==> config.mk <==
export PLATFORM = sky130hd
export DESIGN_NAME = bvm_ctrl
export DESIGN_NICKNAME = d
export VERILOG_FILES = /design/src/hdl/bytecode_register_vm_execute_defines.svh /design/src/hdl/bvm_pkg.sv /design/src/hdl/bvm_ctrl.sv
export SDC_FILE = /design/constraint.sdc
export NUM_CORES = 1
export LEC_CHECK = 0
export BUFFER_PORTS_ARGS = -buffer_cell sky130_fd_sc_hd__buf_2
export CORE_AREA = 2 2 39 41
export DETAILED_ROUTE_END_ITERATION = 16
export DIE_AREA = 0 0 41 43
export PLACE_DENSITY = 0.63
export SYNTH_ARGS = -nofsm -noshare
export SYNTH_HDL_FRONTEND = slang
export SYNTH_SLANG_ARGS = --single-unit
==> constraint.sdc <==
create_clock -name clk -period 1.87 [get_ports clk]
set_input_delay 0.374 -clock clk [delete_from_list [all_inputs] [get_ports clk]]
set_output_delay 0.374 -clock clk [all_outputs]
set_load 0.1 [all_outputs]
==> src/hdl/bytecode_register_vm_execute_defines.svh <==
// ----------------------------------------------------------------------------
// Assertion macros for the bytecode VM execute unit
// Implication checks on the rising clock edge, disabled during reset.
// ----------------------------------------------------------------------------
`ifndef BYTECODE_REGISTER_VM_EXECUTE_DEFINES_SVH
`define BYTECODE_REGISTER_VM_EXECUTE_DEFINES_SVH

// same-cycle implication
`define BVM_ASSERT_IMPL(label, clk, rst, ante, cons) \
  label: assert property (@(posedge clk) disable iff (rst) (ante) |-> (cons)) \
    else $error("bvm assertion failed");

// next-cycle implication
`define BVM_ASSERT_NEXT(label, clk, rst, ante, cons) \
  label: assert property (@(posedge clk) disable iff (rst) (ante) |=> (cons)) \
    else $error("bvm assertion failed");

`endif

==> src/hdl/bvm_pkg.sv <==
// ----------------------------------------------------------------------------
// bvm_pkg
// Shared codes, widths and control structs of the bytecode VM execute unit.
// ----------------------------------------------------------------------------
package bvm_pkg;

  localparam int WORD_W = 32;
  localparam int DCNT_W = 5;

  localparam logic [1:0] KIND_LOAD  = 2'd0;
  localparam logic [1:0] KIND_START = 2'd1;
  localparam logic [1:0] KIND_EXEC  = 2'd2;

  localparam logic [2:0] STAT_RUN  = 3'd0;
  localparam logic [2:0] STAT_END  = 3'd1;
  localparam logic [2:0] STAT_UNK  = 3'd2;
  localparam logic [2:0] STAT_EXC  = 3'd3;
  localparam logic [2:0] STAT_IDLE = 3'd4;

  localparam logic [7:0] OP_NOP     = 8'h00;
  localparam logic [7:0] OP_MOVE    = 8'h01;
  localparam logic [7:0] OP_CONST_W = 8'h03;
  localparam logic [7:0] OP_CONST_L = 8'h04;
  localparam logic [7:0] OP_CONST_S = 8'h05;
  localparam logic [7:0] OP_ADD     = 8'h10;
  localparam logic [7:0] OP_SUB     = 8'h11;
  localparam logic [7:0] OP_MUL     = 8'h12;
  localparam logic [7:0] OP_DIV     = 8'h13;
  localparam logic [7:0] OP_REM     = 8'h14;
  localparam logic [7:0] OP_AND     = 8'h15;
  localparam logic [7:0] OP_OR      = 8'h16;
  localparam logic [7:0] OP_XOR     = 8'h17;
  localparam logic [7:0] OP_SHL     = 8'h18;
  localparam logic [7:0] OP_SHR     = 8'h19;
  localparam logic [7:0] OP_USHR    = 8'h1A;
  localparam logic [7:0] OP_NEG     = 8'h1B;
  localparam logic [7:0] OP_NOT     = 8'h1D;
  localparam logic [7:0] OP_CMP     = 8'h30;
  localparam logic [7:0] OP_IF_EQ   = 8'h40;
  localparam logic [7:0] OP_IF_LE   = 8'h45;
  localparam logic [7:0] OP_IF_LEZ  = 8'h4B;
  localparam logic [7:0] OP_GOTO    = 8'h50;
  localparam logic [7:0] OP_INVOKE  = 8'h70;
  localparam logic [7:0] OP_RET_V   = 8'hA0;
  localparam logic [7:0] OP_RET     = 8'hA1;
  localparam logic [7:0] OP_JUNK    = 8'hFE;
  localparam logic [7:0] OP_HALT    = 8'hFF;

  // condition codes: low nibble of the compare-branch opcodes
  localparam logic [3:0] CC_EQ  = 4'd0;
  localparam logic [3:0] CC_NE  = 4'd1;
  localparam logic [3:0] CC_LT  = 4'd2;
  localparam logic [3:0] CC_GE  = 4'd3;
  localparam logic [3:0] CC_GT  = 4'd4;
  localparam logic [3:0] CC_LE  = 4'd5;
  localparam logic [3:0] CC_EQZ = 4'd6;
  localparam logic [3:0] CC_NEZ = 4'd7;
  localparam logic [3:0] CC_LTZ = 4'd8;
  localparam logic [3:0] CC_GEZ = 4'd9;
  localparam logic [3:0] CC_GTZ = 4'd10;

  typedef enum logic [1:0] {
    RD_B = 2'd0,
    RD_C = 2'd1,
    RD_A = 2'd2
  } rd_sel_t;

  typedef struct packed {
    logic    capture;
    logic    rd_en;
    rd_sel_t rd_sel;
    logic    latch_b;
    logic    latch_c;
    logic    div_start;
    logic    commit;
    logic    out_load;
  } cmd_t;

  typedef struct packed {
    logic need_div;
    logic div_busy;
    logic div_done;
    logic out_free;
  } sts_t;

endpackage

==> src/hdl/bvm_ctrl.sv <==
// ----------------------------------------------------------------------------
// bvm_ctrl
// Sequencer: capture, three register reads, execute, divide when needed, hand off.
// ----------------------------------------------------------------------------
module bvm_ctrl (
  input  logic          clk,
  input  logic          rst,
  input  logic          in_valid,
  output logic          in_ready,
  input  bvm_pkg::sts_t sts,
  output bvm_pkg::cmd_t cmd
);

  typedef enum logic [6:0] {
    S_IDLE = 7'b0000001,
    S_RDB  = 7'b0000010,
    S_RDC  = 7'b0000100,
    S_RDA  = 7'b0001000,
    S_EXEC = 7'b0010000,
    S_DIV  = 7'b0100000,
    S_OUT  = 7'b1000000
  } state_t;

  state_t state, state_next;

  assign in_ready = (state == S_IDLE);

  always_comb begin
    state_next = state;
    cmd        = '0;
    cmd.rd_sel = bvm_pkg::RD_B;
    case (state)
      S_IDLE: begin
        if (in_valid) begin
          cmd.capture = 1'b1;
          state_next  = S_RDB;
        end
      end
      S_RDB: begin
        cmd.rd_en  = 1'b1;
        state_next = S_RDC;
      end
      S_RDC: begin
        cmd.latch_b = 1'b1;
        cmd.rd_en   = 1'b1;
        cmd.rd_sel  = bvm_pkg::RD_C;
        state_next  = S_RDA;
      end
      S_RDA: begin
        cmd.latch_c = 1'b1;
        cmd.rd_en   = 1'b1;
        cmd.rd_sel  = bvm_pkg::RD_A;
        state_next  = S_EXEC;
      end
      S_EXEC: begin
        if (sts.need_div) begin
          cmd.div_start = 1'b1;
          state_next    = S_DIV;
        end else begin
          cmd.commit = 1'b1;
          state_next = S_OUT;
        end
      end
      S_DIV: begin
        if (sts.div_done) begin
          cmd.commit = 1'b1;
          state_next = S_OUT;
        end
      end
      S_OUT: begin
        if (sts.out_free) begin
          cmd.out_load = 1'b1;
          state_next   = S_IDLE;
        end
      end
      default: state_next = S_IDLE;
    endcase
  end

  always_ff @(posedge clk) begin
    if (rst) begin
      state <= S_IDLE;
    end else begin
      state <= state_next;
    end
  end

endmodule

==> impl_metrics.tcl, run 1 <==
set metrics [dict create \
    outcome "finished, final reports clean" \
    final_layout_size_suffix_gt1_frac 0.5814 \
    syn_avg_cell_area_sq_um 8.083 \
    die_w_microns 41 \
    worstHoldPathType "in -> reg" \
    dieArea_sq_um 1763 \
    initial_core_util 0.3680 \
    cts.htree.levels 1 \
    routed_wl_microns 1390 \
    area_growth_pct 79.12 \
    drc 0 \
    drv_cap 0 \
    clockRootBuffer "clkbuf_4" \
    die_h_microns 43 \
    gp_congestion 0.8558 \
    vias_per_cell 5.529 \
    cts_max_path_buffers 2 \
    use_met2 0.2344 \
    cts_tree "done" \
    criticalPathCategory "reg -> out" \
    dpl_cell_area_sq_um 798.3 \
    busiest_layer "met1" \
    final_cell_mix "buf_12, buf_4, buf_2, nor3_1, dfxtp_4" \
    startpoint "state[4]" \
    syn_inst 63 \
    crit_path_max_fanout 7 \
    fin_skew_ns 0.002265 \
    synth_top_area_cell "dfxtp_1" \
    grt_pass1_vias 494 \
    grt_max_degree 12 \
    cts_buffers 3 \
    coreArea_sq_um 1384 \
    design_area_sq_um 912.1 \
    arrival_ns 1.49 \
    setup_viol 0 \
    hold_buffers 0 \
    pre_cts_ws_ns 0.1636 \
    worstMarginPinSlew_ns 0.4400 \
    drtAntennaViolNets 0 \
    regMostFlops "state" \
    holdCritStartpoint "rst" \
    final_hold_viol_count 0 \
    clock-sinks 7 \
    synth-main-ff-cell "dfxtp_1" \
    largestRegisters "state (7)" \
    grt_overflow_total 0 \
    synth_area_leaders "dfxtp_1, nor4b_1, nor2_1" \
    min_period_over_period 0.9946 \
    dp_hpwl_microns 934.6 \
    fmaxAchievable_ghz 0.5377 \
    slew_violations 0 \
    port_buffers 15 \
    yosysUniqueCellTypes 29 \
    wl_per_cell_microns 13.63 \
    nNetsFinal 94 \
    synth_top_cell_area_share 0.2752 \
    leakagePower_nw 0.3613 \
    cts.clk_slew.worst_paths_ns 0.06 \
    synth-async-reset-ratio 0 \
    worst_slack_ns 0.01013 \
    num_vias 564 \
    synth_edf_count 0 \
    clkLatencyLatePin_ns 0.26 \
    crit_path_end_kind "primary output" \
    syn_nets 70 \
    drtIter0Drc 13 \
    syn-cell-area_sq_um 509.2 \
    relSlewSlack 0.7025 \
    ys_ff_latch 7 \
    vdd_ir_drop_max_v 0.0004946 \
    grt_first_pass_wirelength_microns 2152 \
    pin_count 17 \
    ys_seq_area_frac 0.2752 \
    grt_setup_unrepaired "yes" \
    ys.warnings.count 0 \
    worstSetupStartpointType "flip-flop" \
    rows 14 \
    antenna_cells 0 \
    met1_usage 0.2654 \
    critPathRequiredTime_ns 1.50 \
    firstDrtPassIters 4 \
    p_per_area_nw_per_um2 836.6 \
    grtUsageTotal 0.1761 \
    min_period_ns 1.860 \
    largest_register_ffs 7 \
    grtUsageMet3 0.03141 \
    r2r-start "state[4]" \
    antenna_found_initial 0 \
]
==> timing repair <==
action / CTS / global route
resized for setup: 7 / 7
setup endpoints to repair: 5 / 6
endpoints found under the hold margin: 0 / 0
cloned: 0 / 0
setup buffers: 3 / 4
pin swaps: 4 / 5
==> cells by family (layout without fill, tap and decap cells) <==
logic type / Yosys count / count (layout) / share of synthesized area
XOR/XNOR: 2 / 2 / 0.03440
flip-flops: 7 / 7 / 0.2752
AO/OA/AOI/OAI: 11 / 11 / 0.1302
buffers and inverters: 8 / 31 / 0.1032
AND/OR/NAND/NOR: 35 / 35 / 0.4571
==> report_power, final <==
| group | internal [mW] | total (mW) | switching [mW] |
|---|---|---|---|
| clock network | 0.0822 | 0.150 | 0.0676 |
| logic | 0.187 | 0.423 | 0.236 |
| registers | 0.158 | 0.191 | 0.0323 |
| total | 0.428 | 0.763 | 0.335 |
==> final cells by class <==
type | instances | area [sq um]
multi-input combinational | 48 | 399.1
fill | 112 | 471.7
timing repair buffer | 25 | 300.3
clock buffer | 4 | 26.28
inverter | 2 | 7.507
tap | 16 | 20.02
sequential | 7 | 158.9
==> layer usage <==
| metal | vias to the layer above | part of all wire | wire, microns |
|---|---|---|---|
| li1 | 278 | - | - |
| met1 | 264 | 0.43 | 600 |
| met2 | 20 | 0.51 | 708 |
| met3 | 2 | 0.047 | 66 |
| met4 | 0 | 0.010 | 14 |
| met5 | - | 0 | 0 |
==> worst paths after layout <==
path / end / slack (ns) / cells after the start
setup / recovery: cmd[8] / 0.01 / 4
hold / removal: state[6] / 0.35 / 2
setup reg to reg: state[0] / 0.43 / 6
hold reg to reg: state[2] / 0.54 / 1
==> stage by stage <==
stage	cells	hold WS [ns]	utilization	setup TNS [ns]	total power [mW]
after floorplan	63	0.4431	-	-0.8453	0.4577
after global placement	91	0.6355	0.5769	0	0.5578
after detailed placement	91	0.6354	0.5769	0	0.5612
after CTS	98	0.3640	0.6230	0	0.7327
after global routing	102	0.3904	0.6591	-0.04223	0.7902
final	102	0.3538	0.6591	0	0.7631
==> worst max-delay path, stage by stage (launching register included) <==
cell,delay [ns]
dfxtp_4,0.38
nor4_4,0.30
and3_4,0.22
and2_4,0.15
buf_12,0.16
==> Yosys cell counts (2+ instances only) <==
library cell and count:
nand2_1 5, buf_2 3, nor4b_1 4, a21oi_1 3
nor3_1 4, o211ai_1 2, and4_1 2, xor2_1 2
nor2_1 7, inv_1 2, o21ai_0 3, buf_6 2
nor4_1 2, dfxtp_1 7
Note: power is estimated with default switching activity, not from simulation.
==> inputs of run 2 (changes only) <==
--- a/config.mk
+++ b/config.mk
@@ -5,11 +5,13 @@
 export SDC_FILE = /design/constraint.sdc
 export NUM_CORES = 1
 export LEC_CHECK = 0
+export ABC_AREA = 1
 export BUFFER_PORTS_ARGS = -buffer_cell sky130_fd_sc_hd__buf_2
 export CORE_AREA = 2 2 39 41
 export DETAILED_ROUTE_END_ITERATION = 16
 export DIE_AREA = 0 0 41 43
-export PLACE_DENSITY = 0.63
+export PLACE_DENSITY = 0.61
+export SLEW_MARGIN = 15
 export SYNTH_ARGS = -nofsm -noshare
 export SYNTH_HDL_FRONTEND = slang
 export SYNTH_SLANG_ARGS = --single-unit
==> run 2 against run 1 <==
Against the previous run:
- die area unchanged
- synthesized cell count increased by 16%
- final area decreased by 9.7%
- largest power group unchanged
==> impl_metrics.tcl, run 2 <==
set metrics [dict create \
    internal_power_mw 0.4023 \
    yosysUniqueCellTypes 19 \
    worst-path-stages 7 \
    drv_cap 0 \
    grtUsageMet3 0.03665 \
    clock_power_share 0.182 \
    slew_violations 0 \
    antenna_found_initial 0 \
    final_common_cell "nand2_1" \
    hold_path_end "state[3]" \
    ys_seq_area_frac 0.2894 \
    routed_wl_microns 981 \
    ys_ff_latch 7 \
    critPathBufInv 2 \
    yosysMostFrequentCell "nand2_1" \
    cp_cell_sequence "inv_2, nand2_4, nor2_8, nand2_2, or2_1, o21ai_2, buf_12" \
    r2r_slack_ns 0.54 \
    criticalPathCategory "reg -> out" \
    total_power_mw 0.7159 \
    holdPathStages 2 \
    antenna_cells 0 \
    synth-main-ff-cell "dfxtp_1" \
    cts.clk_slew.worst_paths_ns 0.05 \
    grt_overflow_total 0 \
    fin_skew_ns 0.0004818 \
    rows 14 \
    final_layout_size_suffix_gt1_frac 0.5361 \
    drtAntennaViolNets 0 \
    largest_register_ffs 7 \
    holdWs_ns 0.3420 \
    p_sw_frac 0.4380 \
    synth_common_cells "nand2_1, inv_1, nor2_1" \
    initial_core_util 0.3499 \
    relSlewSlack 0.6808 \
    critPathRequiredTime_ns 1.50 \
    grt_max_degree 7 \
    synth_area_leaders "dfxtp_1, nand2_1, inv_1" \
    synth-async-reset-ratio 0 \
    die_h_microns 43 \
    pwr-share-comb 0.584 \
    grt_pass1_vias 430 \
    grt_first_pass_wirelength_microns 1587 \
    port_buffers 15 \
    holdCritStartpoint "rst" \
    cts_buffers 3 \
    p_per_area_nw_per_um2 869.5 \
    critPathSlowestCell "dfxtp_1" \
    syn_inst 73 \
    vdd_ir_drop_max_v 0.0007189 \
    dp_hpwl_microns 789.9 \
    syn_avg_cell_area_sq_um 6.633 \
    met1_usage 0.1564 \
    largestRegisters "state (7)" \
    power_frac_seq 0.234 \
    vias_per_cell 4.398 \
    use_met2 0.2000 \
    grtUsageTotal 0.1321 \
    cts_max_path_buffers 2 \
    dieArea_sq_um 1763 \
    switching_power_mw 0.3135 \
    clkLatencyLatePin_ns 0.24 \
    worstMarginPinSlew_ns 0.4821 \
    busiest_layer "met2" \
    final_hold_viol_count 0 \
    min_period_ns 1.823 \
    outcome "finished, final reports clean" \
    num_vias 497 \
    synth_top_area_cell "dfxtp_1" \
    leakagePower_nw 0.4151 \
    synth_edf_count 0 \
    synth_top_cell_area_share 0.2894 \
    wl_per_cell_microns 8.681 \
    worstHoldPathType "in -> reg" \
    worstSetupStartpointType "flip-flop" \
    fmaxAchievable_ghz 0.5486 \
    cp_top_family "simple AND/OR/NAND/NOR gates" \
    reg2reg_depth 9 \
    cts.htree.levels 1 \
    die_w_microns 41 \
    crit_path_end_kind "primary output" \
    regMostFlops "state" \
    cts_tree "done" \
    setup_viol 0 \
    nFillCells 119 \
    arrival_ns 1.45 \
    drc 0 \
    clockRootBuffer "clkbuf_4" \
    pin_count 17 \
    nNetsFinal 105 \
    firstDrtPassIters 2 \
    gp_congestion 0.7167 \
    syn_nets 80 \
    hold_buffers 0 \
    clock-sinks 7 \
    drtIter0Drc 9 \
    area_growth_pct 70.03 \
    crit_path_max_fanout 6 \
    reg2reg_to "state[6]" \
    coreArea_sq_um 1384 \
    min_period_over_period 0.9748 \
    ys.warnings.count 0 \
    final_cell_mix "nand2_1, inv_1, buf_12" \
    slowest_delay_ns 0.31 \
    r2r-start "state[2]" \
    syn-cell-area_sq_um 484.2 \
]
## run 2: cell types whose count changed in the layout (fill, tap and decap cells not counted), sizes merged, moves of 4 or more
cell   change
nand3      +5
buf        -4
nor4b      -5
nor2       +7
inv       +14
nand2     +15
## run 2: per-stage QoR
step | cells | setup slack [ns] | utilization | TNS (ns) | instance area (sq um)
final | 113 | 0.04711 | 0.5949 | 0 | 823.3
after global routing | 113 | -0.02455 | 0.5949 | -0.02560 | 823.3
after CTS | 107 | 0.02857 | 0.5443 | 0 | 753.2
after detailed placement | 103 | 0.2682 | 0.5235 | 0 | 724.4
after global placement | 103 | 0.2900 | 0.5235 | 0 | 724.4
after floorplan | 73 | -0.0003451 | - | -0.0003451 | 505.5
## run 2: power by group through the flow
stage	clock, mW	sequential [mW]	combinational (mW)
after global placement	0	0.169	0.368
final	0.131	0.168	0.418
after CTS	0.133	0.167	0.374
after global routing	0.143	0.168	0.440
after floorplan	0	0.169	0.262
after detailed placement	0	0.170	0.371
## run 2: cell type report
type / instances / area [sq um] / share of cell area
multi-input cells: 48 / 296.5 / 0.3602
repair buffers: 21 / 267.8 / 0.3252
flip-flops and latches: 7 / 145.1 / 0.1763
inverters: 17 / 67.56 / 0.08207
clock buffers: 4 / 26.28 / 0.03191
well taps: 16 / 20.02 / 0.02432
## run 2: logic make-up after synthesis
group | synth area share
buffers and inverters | 0.1473
DFF | 0.2894
and+or+nand+nor | 0.5375
AOI/OAI and AO/OA | 0.02584
## run 2: what timing repair did
| item | in CTS | in global routing |
|---|---|---|
| endpoints found under the setup margin | 1 | 2 |
| gates resized for setup | 1 | 7 |
| pin swaps | 0 | 5 |
| setup buffers | 0 | 6 |
## run 2: worst max path at each step
stage,start,to,slack [ns]
floorplan,state[5],cmd[1],-0.0003
global placement,state[6],cmd[8],0.29
detailed placement,state[6],cmd[8],0.27
CTS,state[4],cmd[8],0.03
global route,state[4],cmd[1],-0.02
finish,state[2],cmd[1],0.05
## run 2: metal layers
metal  up-vias  wire (microns)
met4         0              27
met3         2              28
li1        268               -
met1       221             392
met5         -               0
met2         6             532
==> inputs of run 3 (changes only) <==
==> constraint.sdc (replaced) <==
create_clock -name clk -period 2.1 [get_ports clk]
set_input_delay 0.42 -clock clk [delete_from_list [all_inputs] [get_ports clk]]
set_output_delay 0.42 -clock clk [all_outputs]
set_load 0.1 [all_outputs]
==> run 3 against run 2 <==
Against the previous run:
- clock power is 8% lower
- wire length decreased by 13%
- global-route usage rose by 0.49 points
==> impl_metrics.tcl, run 3 (synthesis results as in run 2) <==
set metrics [dict create \
    die_h_microns 43 \
    initial_core_util 0.3499 \
    critPathSlowestCell "buf_2" \
    fmaxAchievable_ghz 0.5022 \
    dp_hpwl_microns 764.1 \
    slowest_delay_ns 0.42 \
    cts_buffers 3 \
    clockRootBuffer "clkbuf_4" \
    worstSetupStartpointType "flip-flop" \
    fin_tns_setup_ns 0 \
    leakagePower_nw 0.3574 \
    worstHoldPathType "in -> reg" \
    port_buffers 15 \
    antenna_found_initial 0 \
    critPathBufInv 2 \
    crit_path_end_kind "primary output" \
    cp_top_family "buffers and inverters" \
    p_per_area_nw_per_um2 866.0 \
    grt_first_pass_wirelength_microns 1593 \
    cts_tree "done" \
    outcome "finished, final reports clean" \
    min_period_ns 1.991 \
    grt_pass1_vias 418 \
    crit_path_max_fanout 4 \
    clkLatencyLatePin_ns 0.25 \
    rows 14 \
    cp_cell_sequence "inv_1, nand2_2, nor2_4, nand2_1, nand3_2, buf_2" \
    area_growth_pct 31.78 \
    grt_setup_unrepaired "no" \
    fin_skew_ns 0.005754 \
    dieArea_sq_um 1763 \
    holdWs_ns 0.3869 \
    gp_congestion 0.7573 \
    routed_wl_microns 850 \
    critPathRequiredTime_ns 1.68 \
    nNetsFinal 99 \
    cts.htree.levels 1 \
    post_cts_buffers 0 \
    coreArea_sq_um 1384 \
    arrival_ns 1.57 \
    grt_overflow_total 0 \
    regMostFlops "state" \
    drv_cap 0 \
    grtUsageTotal 0.1370 \
    slew_violations 0 \
    drc 0 \
    num_vias 439 \
    grt_max_degree 7 \
    clock-sinks 7 \
    setup_viol 0 \
    largestRegisters "state (7)" \
    final_layout_size_suffix_gt1_frac 0.4286 \
    antenna_cells 0 \
    drtIter0Drc 0 \
    criticalPathCategory "reg -> out" \
    relSlewSlack 0.6787 \
    firstDrtPassIters 1 \
    wl_per_cell_microns 7.944 \
    largest_register_ffs 7 \
    hold_buffers 0 \
    pin_count 17 \
    vias_per_cell 4.103 \
    dpl.cell_count 103 \
    cts.clk_slew.worst_paths_ns 0.06 \
    final_hold_viol_count 0 \
    instances_no_fill 107 \
    vdd_ir_drop_max_v 0.0006438 \
    worstMarginPinSlew_ns 0.4852 \
    final_common_cell "nand2_1" \
    cts_max_path_buffers 2 \
    final_cell_mix "nand2_1, buf_2, inv_1, nor2_1, dfxtp_1" \
    drtAntennaViolNets 0 \
    post_cts_resized 0 \
    die_w_microns 41 \
    min_period_over_period 0.9481 \
]
run 3: changes by cell type in the layout (fill, tap and decap cells not counted), moves of 2 or more:
cell / before / now
buf_2: 6 / 13
buf_4: 5 / 0
dfxtp_2: 4 / 0
buf_12: 10 / 2
nor2_4: 3 / 1
dfxtp_1: 3 / 7
run 3: worst register-to-register path: stages (launching register included):
cell and delay, ns:
dfxtp_1 0.36, inv_1 0.07, nand2_2 0.07, nor2_4 0.05, nand2_1 0.18, nand3_2 0.09
nor2_1 0.11, nand2_1 0.07, nand2_1 0.07, nor2_2 0.03
run 3: final timing paths:
kind,startpoint,end,slack [ns],cells past startpoint
worst min-delay path,rst,state[3],0.39,2
worst max register to register,state[6],state[5],0.89,9
worst max-delay path,state[4],cmd[7],0.11,6
worst min register to register,state[2],state[3],0.59,4
run 3: cell type report:
cell class,instances,area (sq um)
well taps,16,20.02
inverters,17,67.56
repair buffers,15,105.1
multi-input cells,48,277.8
clock buffers,3,22.52
clock inverters,1,5.005
flip-flops and latches,7,140.1
fillers,145,745.7
run 3: stage by stage:
stage	setup WS, ns	power [mW]	util	area [sq um]
finish	0.1089	0.5526	0.4611	638.1
global route	0.001928	0.5834	0.4611	638.1
CTS	0.07436	0.5607	0.4611	638.1
detailed placement	0.3565	0.4391	0.4412	610.6
global placement	0.3765	0.4359	0.4412	610.6
floorplan	-0.3410	0.3768	-	493.0
run 3: power breakdown:
part | internal [mW] | switching, mW
clock | 0.0696 | 0.0509
sequential | 0.142 | 0.00562
combinational | 0.0786 | 0.205
run 3: metal layers:
| layer | vias to the layer above | share of wire | wire [microns] | GRT usage |
|---|---|---|---|---|
| met4 | 0 | 0 | 0 | 0.1000 |
| met1 | 181 | 0.43 | 366 | 0.1558 |
| met2 | 5 | 0.55 | 464 | 0.2063 |
| li1 | 253 | - | - | - |
| met3 | 0 | 0.024 | 20 | 0.03665 |
| met5 | - | 0 | 0 | 0 |
